**src/hdl/pngunf_pkg.sv**
```systemverilog
`timescale 1ns / 1ps
`default_nettype none
// ----------------------------------------------------------------------------
// PNG unfilter package
// Shared constants, register indexes, filter codes and the job record that
// passes from the front end to the reconstruction back end.
// ----------------------------------------------------------------------------
package pngunf_pkg;

	localparam int DEF_MAX_WIDTH   = 1024;
	localparam int BYTES_PER_PIXEL = 4;

	localparam int CFG_IDX_W  = 1;
	localparam int CFG_DATA_W = 16;
	localparam int WIDTH_W    = 11;
	localparam int HEIGHT_W   = 16;

	localparam logic [CFG_IDX_W-1:0] REG_WIDTH  = 1'b0;
	localparam logic [CFG_IDX_W-1:0] REG_HEIGHT = 1'b1;

	localparam logic [2:0] FILT_NONE  = 3'd0;
	localparam logic [2:0] FILT_SUB   = 3'd1;
	localparam logic [2:0] FILT_UP    = 3'd2;
	localparam logic [2:0] FILT_AVG   = 3'd3;
	localparam logic [2:0] FILT_PAETH = 3'd4;

	localparam logic [7:0] FILT_MAX_CODE = 8'd4;

	localparam int QUEUE_DEPTH = 4;
	localparam int Q_PTR_W     = $clog2(QUEUE_DEPTH);
	localparam int Q_CNT_W     = $clog2(QUEUE_DEPTH + 1);

	typedef struct packed {
		logic [7:0] sample;
		logic [2:0] filter;
		logic       bad;
		logic       last;
		logic       first_row;
	} job_t;

	function automatic logic [7:0] absdiff8(input logic [7:0] x, input logic [7:0] y);
		absdiff8 = (x > y) ? (x - y) : (y - x);
	endfunction

	function automatic logic [7:0] paeth(input logic [7:0] a, input logic [7:0] b,
	                                     input logic [7:0] c);
		logic [8:0] pa;
		logic [8:0] pb;
		logic [8:0] pc;
		logic [8:0] sum_ab;
		logic [8:0] dbl_c;
		pa     = {1'b0, absdiff8(b, c)};
		pb     = {1'b0, absdiff8(a, c)};
		sum_ab = {1'b0, a} + {1'b0, b};
		dbl_c  = {c, 1'b0};
		pc     = (sum_ab > dbl_c) ? (sum_ab - dbl_c) : (dbl_c - sum_ab);
		if (pa <= pb && pa <= pc) begin
			paeth = a;
		end else if (pb <= pc) begin
			paeth = b;
		end else begin
			paeth = c;
		end
	endfunction

endpackage
`default_nettype wire

```
**src/hdl/pngunf_queue.sv**
```systemverilog
`timescale 1ns / 1ps
`default_nettype none
// ----------------------------------------------------------------------------
// PNG unfilter job queue
// Short register FIFO that decouples the front end from the back end.
// ----------------------------------------------------------------------------
module pngunf_queue
	import pngunf_pkg::*;
#(
	parameter int DATA_W = $bits(job_t)
) (
	input  wire logic              clk,
	input  wire logic              arst_n,
	input  wire logic              push,
	input  wire logic [DATA_W-1:0] push_data,
	output      logic              full,
	input  wire logic              pop,
	output      logic              nonempty,
	output      logic [DATA_W-1:0] pop_data
);

	logic [DATA_W-1:0]  slot_q [QUEUE_DEPTH];
	logic [Q_PTR_W-1:0] wr_ptr_q;
	logic [Q_PTR_W-1:0] rd_ptr_q;
	logic [Q_CNT_W-1:0] count_q;

	assign full     = (count_q == Q_CNT_W'(QUEUE_DEPTH));
	assign nonempty = (count_q != '0);
	assign pop_data = slot_q[rd_ptr_q];

	always_ff @(posedge clk) begin
		if (push) begin
			slot_q[wr_ptr_q] <= push_data;
		end
	end

	always_ff @(posedge clk or negedge arst_n) begin
		if (!arst_n) begin
			wr_ptr_q <= '0;
			rd_ptr_q <= '0;
			count_q  <= '0;
		end else begin
			if (push) begin
				wr_ptr_q <= (wr_ptr_q == Q_PTR_W'(QUEUE_DEPTH - 1)) ? '0
				                                                   : wr_ptr_q + Q_PTR_W'(1);
			end
			if (pop) begin
				rd_ptr_q <= (rd_ptr_q == Q_PTR_W'(QUEUE_DEPTH - 1)) ? '0
				                                                   : rd_ptr_q + Q_PTR_W'(1);
			end
			if (push && !pop) begin
				count_q <= count_q + Q_CNT_W'(1);
			end else if (pop && !push) begin
				count_q <= count_q - Q_CNT_W'(1);
			end
		end
	end

	a_no_overflow: assert property (@(posedge clk) disable iff (!arst_n)
		push |-> !full)
		else $error("item pushed into a full queue");

	a_no_underflow: assert property (@(posedge clk) disable iff (!arst_n)
		pop |-> nonempty)
		else $error("item popped from an empty queue");

endmodule
`default_nettype wire

```
**config.mk**
```make
export PLATFORM = sky130hd
export DESIGN_NAME = pngunf_queue
export DESIGN_NICKNAME = d
export VERILOG_FILES = /design/src/hdl/pngunf_pkg.sv /design/src/hdl/pngunf_queue.sv
export SDC_FILE = /design/constraint.sdc
export NUM_CORES = 1
export LEC_CHECK = 0
export ABC_AREA = 1
export BUFFER_PORTS_ARGS = -buffer_cell sky130_fd_sc_hd__buf_4
export CELL_PAD_IN_SITES_DETAIL_PLACEMENT = 1
export CELL_PAD_IN_SITES_GLOBAL_PLACEMENT = 1
export CORE_ASPECT_RATIO = 1.4
export CORE_MARGIN = 1.5
export CORE_UTILIZATION = 45
export CTS_BUF_LIST = sky130_fd_sc_hd__clkbuf_4 sky130_fd_sc_hd__clkbuf_8
export DETAILED_ROUTE_END_ITERATION = 10
export GPL_TIMING_DRIVEN = 0
export PLACE_DENSITY = 0.85
export SLEW_MARGIN = 0
export SYNTH_ARGS = -nofsm -noshare
export SYNTH_HDL_FRONTEND = slang
export SYNTH_SLANG_ARGS = --single-unit
```
**constraint.sdc**
```tcl
create_clock -name clk -period 1.45 [get_ports clk]
set_input_delay 0.145 -clock clk [delete_from_list [all_inputs] [get_ports clk]]
set_output_delay 0.145 -clock clk [all_outputs]
set_load 0.05 [all_outputs]
```
Word level (Yosys, flattened, before mapping):

Memory sizes are Yosys's and may differ from the RTL's.
Index checks and enable logic that the tools add are counted.

* register bits: 7
* RAM bits: 56
* input port bits: 18
* output and inout port bits: 16
* word-level logic and storage cells: 23
* memories kept: 1

* $add $sub $neg: 4
* equality and inequality tests: 3
* multiplexer cells: 6
* reduce and logical (&&, ||, !) cells: 6

Memory list
* slot_q: depth 4, bits a word 14, rd ports 1, clocked after Yosys merged registers in 0, wr ports 1, RTL line pngunf_queue.sv:22 `logic [DATA_W-1:0] slot_q [QUEUE_DEPTH];`

Operators with widths (number)
* $mux W3: 2
* $add A2 B1 Y2 const B: 2
* $eq A2 B2 Y1 const B: 2
* $mux W2: 2
* $add A3 B1 Y3 const B: 1
* $eq A3 B3 Y1 const B: 1
* $reduce_bool A3 Y1: 1
* $sub A3 B1 Y3 const B: 1
* $logic_and A1 B1 Y1: 2
* $logic_not A1 Y1: 2
* $mux W1: 2
* $reduce_bool A2 Y1: 1

Depth between registers and ports, before layout:

Gate-level depths: netlist of the first run.

* depth in word-level cells: 4
* depth in mapped cells: 9
* gate-level depth less buffers: 9

Worst setup path after synthesis of the first run:

No wires, ideal clock.

* path type: reg-to-output
* from: register count_q[0]
* to: output full
* arrival: 1522 ps
* required time: 1305 ps
* path slack: -217 ps
* cell stages (with the launch flop): 2
* buffers on the path: 0
* path through: dfrtp_1 nor3_1

* longest elaborated chain between the ends: 1

RTL lines
* start, declared: RTL line pngunf_queue.sv:25 `logic [Q_CNT_W-1:0] count_q;`
* start signal, assigned: RTL line pngunf_queue.sv:52 `count_q <= count_q + Q_CNT_W'(1);`
* start signal, assigned: RTL line pngunf_queue.sv:54 `count_q <= count_q - Q_CNT_W'(1);`
* $eq A3 B3 Y1: RTL line pngunf_queue.sv:27 `assign full = (count_q == Q_CNT_W'(QUEUE_DEPTH));`
* end, declared: RTL line pngunf_queue.sv:16 `output logic full,`

No other way between the ends.

Worst setup path after layout of the first run:

* from: register rd_ptr_q[0]
* to: output pop_data[0]

* longest elaborated chain between the ends: 1

RTL lines
* start, declared: RTL line pngunf_queue.sv:24 `logic [Q_PTR_W-1:0] rd_ptr_q;`
* start signal, assigned: RTL line pngunf_queue.sv:48 `rd_ptr_q <= (rd_ptr_q == Q_PTR_W'(QUEUE_DEPTH - 1)) ? '0`
* $mem_v2 Z4 W14
* end, declared: RTL line pngunf_queue.sv:19 `output logic [DATA_W-1:0] pop_data`

No other way between the ends.

==> metrics.yaml, run 1 <==
min_path:
  min_path_type: "input pin to register"
sta:
  maxSlewViolCount: 0
  worstMarginPinSlew_ps: 197
  worst_slack_ps: -276
  hold_violations: 0
  finClkSkew_ps: 12.1
  setup-tns-final_ps: -3290
  whs_ps: 13.1
  rsz0062_at_grt: "yes"
  final-setup-viol-count: 14
  period_share: 1.19
  fmax_mhz: 580
  fin_crit_ps: 1730
  relSlewSlack: 0.868
die:
  start_util: 0.473
  dieArea_um2: 6370
  die_h_um: 93.8
  die_w_um: 67.9
  core_area_um2: 5610
  io_pins: 34
  rows: 32
clock_network:
  cts-root-buf: "clkbuf_8"
  clock_latency_ps: 350
  clock-sinks: 63
  htree_levels: 3
  numCtsBuffers: 9
  clk_pin_slew_worst_paths_ps: 70
  cts_tree: "built"
  clock_tree.buffer_depth: 2
placement:
  routabilityCongestion: 0.657
  dp_hpwl_um: 4090
  pre_cts_slack_ps: -144
  port_buffers: 33
synth:
  synthMuxAreaShare: 0
  ys_seq_elements: 63
  synth_top_family_by_area: "simple AND/OR/NAND/NOR gates"
  synth_commonest_cells: "57 x nand2_1, 56 x edfxtp_1, 39 x inv_1, 28 x o211ai_1, 7 x dfrtp_1"
  ys_top_cells_by_area: "edfxtp_1 63%, nand2_1 8.1%, o211ai_1 7.9%"
  yosysWarnings: 0
  synth_compound_area_frac: 0.0887
  synth_xor_area_frac: 0.00330
  synth_top_area_frac: 0.634
  synthArstFlopShare: 0.111
  synthAdderAreaFrac: 0.0358
  yosys.area.top_type: "edfxtp_1"
  yosysUniqueCellTypes: 18
  seq_area_frac_synth: 0.700
  syn_avg_cell_area_um2: 12.3
  synth-main-ff-cell: "edfxtp_1"
  synthSimpleGateAreaFrac: 0.0896
  syn_nets: 240
  synth.most_common_cell: "nand2_1"
  syn_area_um2: 2650
  syn_inst: 215
  synth_edf_count: 56
critical_path:
  slowest_delay_ps: 390
  startpoint: "rd_ptr_q[0]$_DFFE_PN0P_"
  arrival_ps: 1580
  cp_max_fo: 10
  cp_cell_sequence: "inv_2 -> buf_12 -> buf_8 -> o211ai_1 -> nand2_1 -> buf_6"
  cp-endpoint: "pop_data[0]"
  end_kind: "primary output"
  cp.required_ps: 1310
  reg2reg_from: "count_q[0]$_DFFE_PN0P_"
  crit_type: "register to primary output"
  worst_r2r_path_depth: 5
  critPathLaunchType: "register"
  rrSetupSlack_ps: 90
  r2r_end: "count_q[2]$_DFFE_PN0P_"
  slowest_stage: "dfrtp_1"
routing:
  via_per_inst: 5.25
  drt-pass1-iter-count: 4
  wire_per_inst_um: 19.3
  drtIter0Drc: 105
  drc_errors: 0
  vias: 1857
  drt-total-wl_um: 6820
  ant_nets: 0
status:
  status: "complete, but fails checks"
  violations: "negative setup slack"
layout:
  finish.utilization: 0.636
  fillers: 561
  drive_above_1_share: 0.294
  fin_nets: 306
  antennaDiodeCount: 0
  area_delta_synth_final_pct: 34.4
  regArea_um2: 1860
  multi_input_area_um2: 602
global_route:
  grt_max_degree: 15
  use_met3: 0.0719
  overflow: 0
  antenna_found_initial: 0
  grt_pass1_vias: 1978
  grt.busiest_layer: "met2"
  grtUsageTotal: 0.239
  gr-usage-met1: 0.270
  grt_pass1_wl_um: 10400
  grtUsageMet2: 0.408
power:
  p_total_mw: 7.87
  ir_drop_mv: 1.17
  power_density_nw_per_um2: 2210
  p_leak_nw: 1.50
flow_run:
  max_cap_violations: 0
-- registers in the layout (all words and copies together) (netlist names) --
name and cells:
count_q 3, rd_ptr_q 2, slot_q 56, wr_ptr_q 2
-- worst max-delay path: cells and delay by family (launching register included) --
family,cells,cell delay (ps)
flip-flops,1,390
buffers and inverters,4,540
AO/OA/AOI/OAI,1,190
AND/OR/NAND/NOR,1,120
-- stage by stage --
step,area (um2),std cells
floorplan,2660,215
global placement,2990,316
detailed placement,2990,316
CTS,3460,348
global route,3560,354
finish,3560,354
-- report_power, final --
group	internal (mW)	leakage, nW	switching [mW]	total, mW
clock network	0.736	0.0958	0.644	1.38
logic	1.46	0.810	2.43	3.89
registers	2.39	0.596	0.207	2.60
-- timing repair --
item / 4_1_cts / 5_1_grt
pin swaps: 7 / 12
endpoints found under the setup margin: 70 / 15
setup buffers: 10 / 0
cloned: 1 / 1
gates resized for setup: 30 / 12
hold endpoints to repair: 20 / 23
hold buffers: 5 / 6
-- cell families (layout without fill, tap and decap cells) --
logic type | after synthesis | after routing
DFF | 63 | 63
buffers and inverters | 49 | 120
adders and majority gates | 7 | 7
xor gates and xnor gates | 1 | 1
and+or+nand+nor | 62 | 62
AOI/OAI and AO/OA | 33 | 33
-- final cells by class --
cell class                 count  share of cell area
multi-input combinational    103               0.169
inverter                      41              0.0481
buffer                         7              0.0256
tap                           68              0.0239
clock buffer                  14              0.0470
timing repair buffer          56               0.163
sequential                    63               0.522
clock inverter                 2             0.00246
-- layout by cell type (no fill, tap or decap), drive strengths merged, types with 2 or more instances in the layout --
cell type,Yosys,final
clkinv,0,2
o211ai,28,28
dlygate4sd3,0,11
nor2,2,2
dfrtp,7,7
ha,6,6
inv,41,37
edfxtp,56,56
clkbuf,0,15
nand2,57,57
buf,8,51
clkinvlp,0,4
o21ai,4,4
-- how the worst min path moves through the flow --
stage                       start                      end  slack, ps  cells after the start
floorplan                  arst_n   count_q[0]$_DFFE_PN0P_       -150                      0
global placement           arst_n  wr_ptr_q[0]$_DFFE_PN0P_        -40                      1
detailed placement         arst_n  wr_ptr_q[1]$_DFFE_PN0P_        -40                      1
CTS                  push_data[7]   slot_q[1][7]$_DFFE_PP_        0.3                      1
global route         push_data[4]   slot_q[0][4]$_DFFE_PP_        0.5                      1
finish              push_data[10]  slot_q[3][10]$_DFFE_PP_         10                      1
-- layer usage --
layer,vias to the layer above,share of wire
met5,-,0
met4,0,0.023
met3,14,0.031
met2,42,0.54
met1,934,0.41
li1,867,-
(Power assumes the default switching activity.)
==> run 2, diff against run 1 <==
--- a/config.mk
+++ b/config.mk
@@ -15,7 +15,7 @@
 export CTS_BUF_LIST = sky130_fd_sc_hd__clkbuf_4 sky130_fd_sc_hd__clkbuf_8
 export DETAILED_ROUTE_END_ITERATION = 10
 export GPL_TIMING_DRIVEN = 0
-export PLACE_DENSITY = 0.85
+export PLACE_DENSITY = 0.76
 export SLEW_MARGIN = 0
 export SYNTH_ARGS = -nofsm -noshare
 export SYNTH_HDL_FRONTEND = slang
==> run 2 against run 1 <==
- the flow still finishes with violations (negative setup slack)
- critical endpoint is now pop_data[9]
- sequential cell count stayed put
- die area did not move
- fmax grew 0.96%
- power is 2.6% higher
- combinational power up 3%
- global-route usage down 1.5 points
- setup slack better by 16 ps
- sequential power hardly changed
- sequential share of layout area fell by 0.70 points
- critical path type unchanged
- register-to-register slack better by 50 ps
==> metrics.yaml, run 2 (synthesis results as in run 1) <==
layout:
  antennaDiodeCount: 0  # unchanged
  drive_above_1_share: 0.288  # -0.00599
  final_cell_mix: "56 x edfxtp_1, 52 x nand2_1, 35 x inv_1"
  fin_nets: 305  # -0.33%
  top_register: "slot_q"
  layout_commonest_cell: "edfxtp_1"
  largest_reg_flops: 56  # unchanged
  area_delta_synth_final_pct: 36.1
  finish.utilization: 0.644  # +0.00826
  top_regs: "slot_q x56, count_q x3"
flow_run:
  max_cap_violations: 0  # unchanged
die:
  io_pins: 34  # unchanged
  start_util: 0.473  # unchanged
  dieArea_um2: 6370  # unchanged
  die_w_um: 67.9  # unchanged
  rows: 32  # unchanged
  core_area_um2: 5610  # unchanged
  die_h_um: 93.8  # unchanged
sta:
  fmax_mhz: 585  # +0.96%
  finClkSkew_ps: 6.15  # -5.94 ps
  rsz0062_at_grt: "yes"
  final-setup-viol-count: 14  # unchanged
  relSlewSlack: 0.828  # -0.0400
  hold_violations: 0  # unchanged
  worstMarginPinSlew_ps: 255  # +58.2 ps
  fin_crit_ps: 1710  # -16.4 ps
  whs_ps: 4.70  # -8.40 ps
  worst_slack_ps: -259  # +16.4 ps
  period_share: 1.18  # -0.0113
  maxSlewViolCount: 0  # unchanged
critical_path:
  cp_cell_sequence: "inv_4 -> buf_12 -> buf_8 -> nand2_1 -> o211ai_1 -> nand2_1 -> buf_6"
  reg2reg_from: "wr_ptr_q[0]$_DFFE_PN0P_"
  slowest_stage: "dfrtp_1"
  end_kind: "primary output"
  crit_type: "register to primary output"
  startpoint: "rd_ptr_q[0]$_DFFE_PN0P_"
  slowest_delay_ps: 410  # +20 ps
  cp_max_fo: 6  # -4
  critPathLaunchType: "register"
  crit_top_cell: "nand2_1"
  arrival_ps: 1560  # -20 ps
  cp.required_ps: 1310  # about the same
power:
  ir_drop_mv: 1.20  # +2.6%
  p_leak_nw: 1.52  # +1.3%
  power_density_nw_per_um2: 2240  # +1.2%
global_route:
  overflow: 0  # unchanged
  grt_max_degree: 15  # unchanged
  grt_pass1_wl_um: 9690  # -7.2%
  grtUsageTotal: 0.225  # -0.0149
  antenna_found_initial: 0  # unchanged
  grt_pass1_vias: 1984  # +0.30%
clock_network:
  clk_pin_slew_worst_paths_ps: 70  # about the same
  clock_tree.buffer_depth: 2  # unchanged
  clock-sinks: 63  # unchanged
  cts-root-buf: "clkbuf_8"
  htree_levels: 3  # unchanged
  numCtsBuffers: 9  # unchanged
  cts_tree: "built"
  clock_latency_ps: 340  # about the same
placement:
  pre_cts_slack_ps: -154  # -9.99 ps
  dp_hpwl_um: 3600  # -12%
  routabilityCongestion: 0.736  # +12%
  port_buffers: 33  # unchanged
min_path:
  min_path_type: "input pin to register"
  min_from: "push_data[9]"
routing:
  drt-total-wl_um: 6640  # -2.6%
  drc_errors: 0  # unchanged
  drt-pass1-iter-count: 4  # unchanged
  vias: 1860  # +0.16%
  wire_per_inst_um: 18.8  # -2.3%
  via_per_inst: 5.27  # +0.45%
  ant_nets: 0  # unchanged
  drtIter0Drc: 94  # -10%
status:
  violations: "negative setup slack"
  status: "complete, but fails checks"
[run 2: cell types whose count changed in the layout (fill, tap and decap cells not counted), moves of 2 or more]
cell           before  now
buf_4              27   23
clkbuf_16           1    3
clkbuf_4            4    2
clkinv_2            1    3
dlygate4sd3_1      11    9
nand2_1            49   52
nand2_2             8    5
[run 2: final timing paths]
check / to / slack, ps / cells after the start
max in group asynchronous: rd_ptr_q[1]$_DFFE_PN0P_ / 1170 / 2
worst max-delay path: pop_data[9] / -260 / 7
worst min-delay path: slot_q[1][9]$_DFFE_PP_ / 5 / 1
worst min register to register: count_q[2]$_DFFE_PN0P_ / 480 / 2
worst max register to register: slot_q[2][7]$_DFFE_PP_ / 140 / 5
min in group asynchronous: count_q[0]$_DFFE_PN0P_ / 150 / 2
[run 2: power breakdown]
group          switching [mW]  internal [mW]  total [mW]  leakage (nW)
clock                   0.686          0.806        1.49        0.0994
combinational            2.43           1.57        4.00         0.825
sequential              0.192           2.39        2.58         0.597
[run 2: critical path: cells and delay by family (launching register included)]
kind | cells | cell delay, ps
buffers and inverters | 4 | 540
AO/OA/AOI/OAI | 1 | 100
flip-flops | 1 | 410
AND/OR/NAND/NOR | 2 | 180
[run 2: area by class of cell]
type | count | area (um2)
clock buffers | 10 | 131
clock inverters | 6 | 61.3
plain buffers | 8 | 106
multi-input cells | 103 | 594
flip-flops and latches | 63 | 1860
inverters | 41 | 171
repair buffers | 54 | 603
fillers | 572 | 1990
well taps | 68 | 85.1
[run 2: per-layer routing]
layer | up-vias | track usage | part of all wire
met1 | 935 | 0.231 | 0.37
met2 | 49 | 0.410 | 0.57
met4 | 0 | 0.127 | 0.024
met3 | 15 | 0.0408 | 0.035
li1 | 861 | - | -
met5 | - | 0 | 0
[run 2: through the flow]
stage | instance area [um2] | setup TNS [ps] | power, mW | cells
floorplan | 2660 | 0 | 4.75 | 215
global placement | 2990 | -4740 | 5.64 | 316
detailed placement | 2990 | -7020 | 5.74 | 316
CTS | 3480 | -2910 | 7.73 | 348
global route | 3610 | -3950 | 8.45 | 353
finish | 3610 | -3120 | 8.07 | 353
[run 2: repair_timing]
item | CTS | global route
cloned | 1 | 3
endpoints found under the setup margin | 70 | 14
setup buffers | 7 | 1
hold buffers | 8 | 1
gates resized for setup | 25 | 14
endpoints found under the hold margin | 28 | 4
pin swaps | 6 | 14
==> run 3, diff against run 2 <==
--- a/config.mk
+++ b/config.mk
@@ -16,6 +16,7 @@
 export DETAILED_ROUTE_END_ITERATION = 10
 export GPL_TIMING_DRIVEN = 0
 export PLACE_DENSITY = 0.76
+export SKIP_LAST_GASP = 1
 export SLEW_MARGIN = 0
 export SYNTH_ARGS = -nofsm -noshare
 export SYNTH_HDL_FRONTEND = slang
==> run 3 against run 2 <==
- the flow finishes with violations (negative hold slack, negative setup slack)
- fmax is 2.3% higher
- non-clock buffer count is 2 lower
- clock power hardly changed
- utilization is 1.6 points lower
- die area stayed put
- sequential cell count stayed put
- final area is 2.4% lower
- cell count is 0.57% lower
- via count is 2.8% lower
- first-iteration DRC count is 12% lower
- register-to-register slack hardly changed
- highest routed layer unchanged
==> metrics.yaml, run 3 (synthesis results as in run 1) <==
placement:
  dp_hpwl_um: 3600  # unchanged
  pre_cts_slack_ps: -154  # unchanged
  routabilityCongestion: 0.736  # unchanged
  dpl_cell_area_um2: 2990  # unchanged
  port_buffers: 33  # unchanged
critical_path:
  cp_max_fo: 9  # +3
  cp.required_ps: 1310  # about the same
  arrival_ps: 1530  # -30 ps
  crit_type: "register to primary output"
  end_kind: "primary output"
  critPathLaunchType: "register"
status:
  violations: "negative hold slack, negative setup slack"
  status: "complete, but fails checks"
routing:
  ant_nets: 0  # unchanged
  drt-pass1-iter-count: 4  # unchanged
  via_per_inst: 5.15  # -2.3%
  drtIter0Drc: 83  # -12%
  drc_errors: 0  # unchanged
  drt-total-wl_um: 6270  # -5.5%
  vias: 1807  # -2.8%
  wire_per_inst_um: 17.9  # -5.0%
sta:
  fin_crit_ps: 1670  # -38.4 ps
  fmax_mhz: 599  # +2.3%
  hold_violations: 3  # +3
  final-setup-viol-count: 14  # unchanged
  maxSlewViolCount: 0  # unchanged
  worst_slack_ps: -221  # +38.4 ps
  whs_ps: -1.21  # -5.91 ps
  relSlewSlack: 0.823  # -0.00455
  worstMarginPinSlew_ps: 262  # +6.75 ps
  finClkSkew_ps: 6.63  # +0.478 ps
  rsz0062_at_grt: "yes"
  setup-tns-final_ps: -2650  # +468 ps
  period_share: 1.15  # -0.0265
layout:
  largest_reg_flops: 56  # unchanged
  antennaDiodeCount: 0  # unchanged
  multi_input_area_um2: 582  # -2.1%
  top_register: "slot_q"
  layout_commonest_cell: "nand2_1"
  top_regs: "slot_q x56, count_q x3"
  regArea_um2: 1860  # unchanged
  final_cell_area_um2: 3520  # -2.4%
  drive_above_1_share: 0.265  # -0.0227
  final_cell_mix: "57 x nand2_1, 56 x edfxtp_1, 35 x inv_1"
  fin_nets: 303  # -0.66%
  fillers: 572  # unchanged
  area_delta_synth_final_pct: 32.8
clock_network:
  clock_tree.buffer_depth: 2  # unchanged
  htree_levels: 3  # unchanged
  numCtsBuffers: 9  # unchanged
  cts-root-buf: "clkbuf_8"
  cts_tree: "built"
  clock_latency_ps: 350  # about the same
  clk_pin_slew_worst_paths_ps: 70  # about the same
  clock-sinks: 63  # unchanged
min_path:
  min_path_type: "input pin to register"
power:
  p_total_mw: 7.83  # -3.1%
  ir_drop_mv: 1.22  # +1.3%
  p_leak_nw: 1.49  # -2.3%
  power_density_nw_per_um2: 2220  # -0.67%
flow_run:
  max_cap_violations: 0  # unchanged
global_route:
  grtUsageTotal: 0.225  # +0.000665
  grt_pass1_vias: 1986  # +0.10%
  grt_max_degree: 15  # unchanged
  overflow: 0  # unchanged
  grt_pass1_wl_um: 9720  # +0.29%
  antenna_found_initial: 0  # unchanged
die:
  io_pins: 34  # unchanged
  die_h_um: 93.8  # unchanged
  die_w_um: 67.9  # unchanged
  rows: 32  # unchanged
  start_util: 0.473  # unchanged
  dieArea_um2: 6370  # unchanged
  core_area_um2: 5610  # unchanged
run 3: final cells by class:
cell class	instances	share of cell area
Clock buffer	10	0.0373
Multi-Input combinational cell	103	0.165
Inverter	41	0.0479
Timing Repair Buffer	52	0.154
Sequential cell	63	0.527
Buffer	8	0.0270
Clock inverter	6	0.0174
Tap cell	68	0.0241
run 3: timing repair:
action	4_1_cts	5_1_grt
cloned	1	1
pin swaps	5	1
gates resized for setup	19	7
hold buffers	8	1
setup endpoints to repair	70	14
setup buffers	7	1
endpoints found under the hold margin	28	4
run 3: per-stage QoR:
stage / cells / utilization
floorplan: 215 / -
finish: 351 / 0.629
detailed placement: 316 / 0.533
CTS: 348 / 0.617
global placement: 316 / 0.533
global route: 351 / 0.629
run 3: routing by layer:
layer  global-route usage  vias to the layer above  wire [um]
met5                    0                        -          0
met1                0.238                      898       2410
li1                     -                      857          -
met4                0.120                        0        143
met2                0.405                       39       3530
met3               0.0468                       13        189
run 3: worst max-delay path, cell delays in order (launching register included):
cell and delay [ps]:
dfrtp_1 390, inv_2 100, buf_12 150, buf_4 130, nand2_1 50, o211ai_1 90, nand2_1 110, buf_6 160
run 3: worst paths after layout:
path,startpoint,end,slack [ps],cells past startpoint
min in group asynchronous,arst_n,count_q[2]$_DFFE_PN0P_,150,2
max in group asynchronous,arst_n,rd_ptr_q[1]$_DFFE_PN0P_,1170,2
min,push_data[9],slot_q[1][9]$_DFFE_PP_,-1,1
max,rd_ptr_q[0]$_DFFE_PN0P_,pop_data[10],-220,7
min reg2reg,count_q[2]$_DFFE_PN0P_,count_q[2]$_DFFE_PN0P_,480,2
max reg2reg,wr_ptr_q[0]$_DFFE_PN0P_,slot_q[2][7]$_DFFE_PP_,140,5
run 3: report_power, final:
part	internal (mW)	leakage [nW]	switching, mW	total (mW)
Sequential	2.39	0.597	0.184	2.57
Clock	0.805	0.0994	0.692	1.50
Combinational	1.40	0.790	2.35	3.75
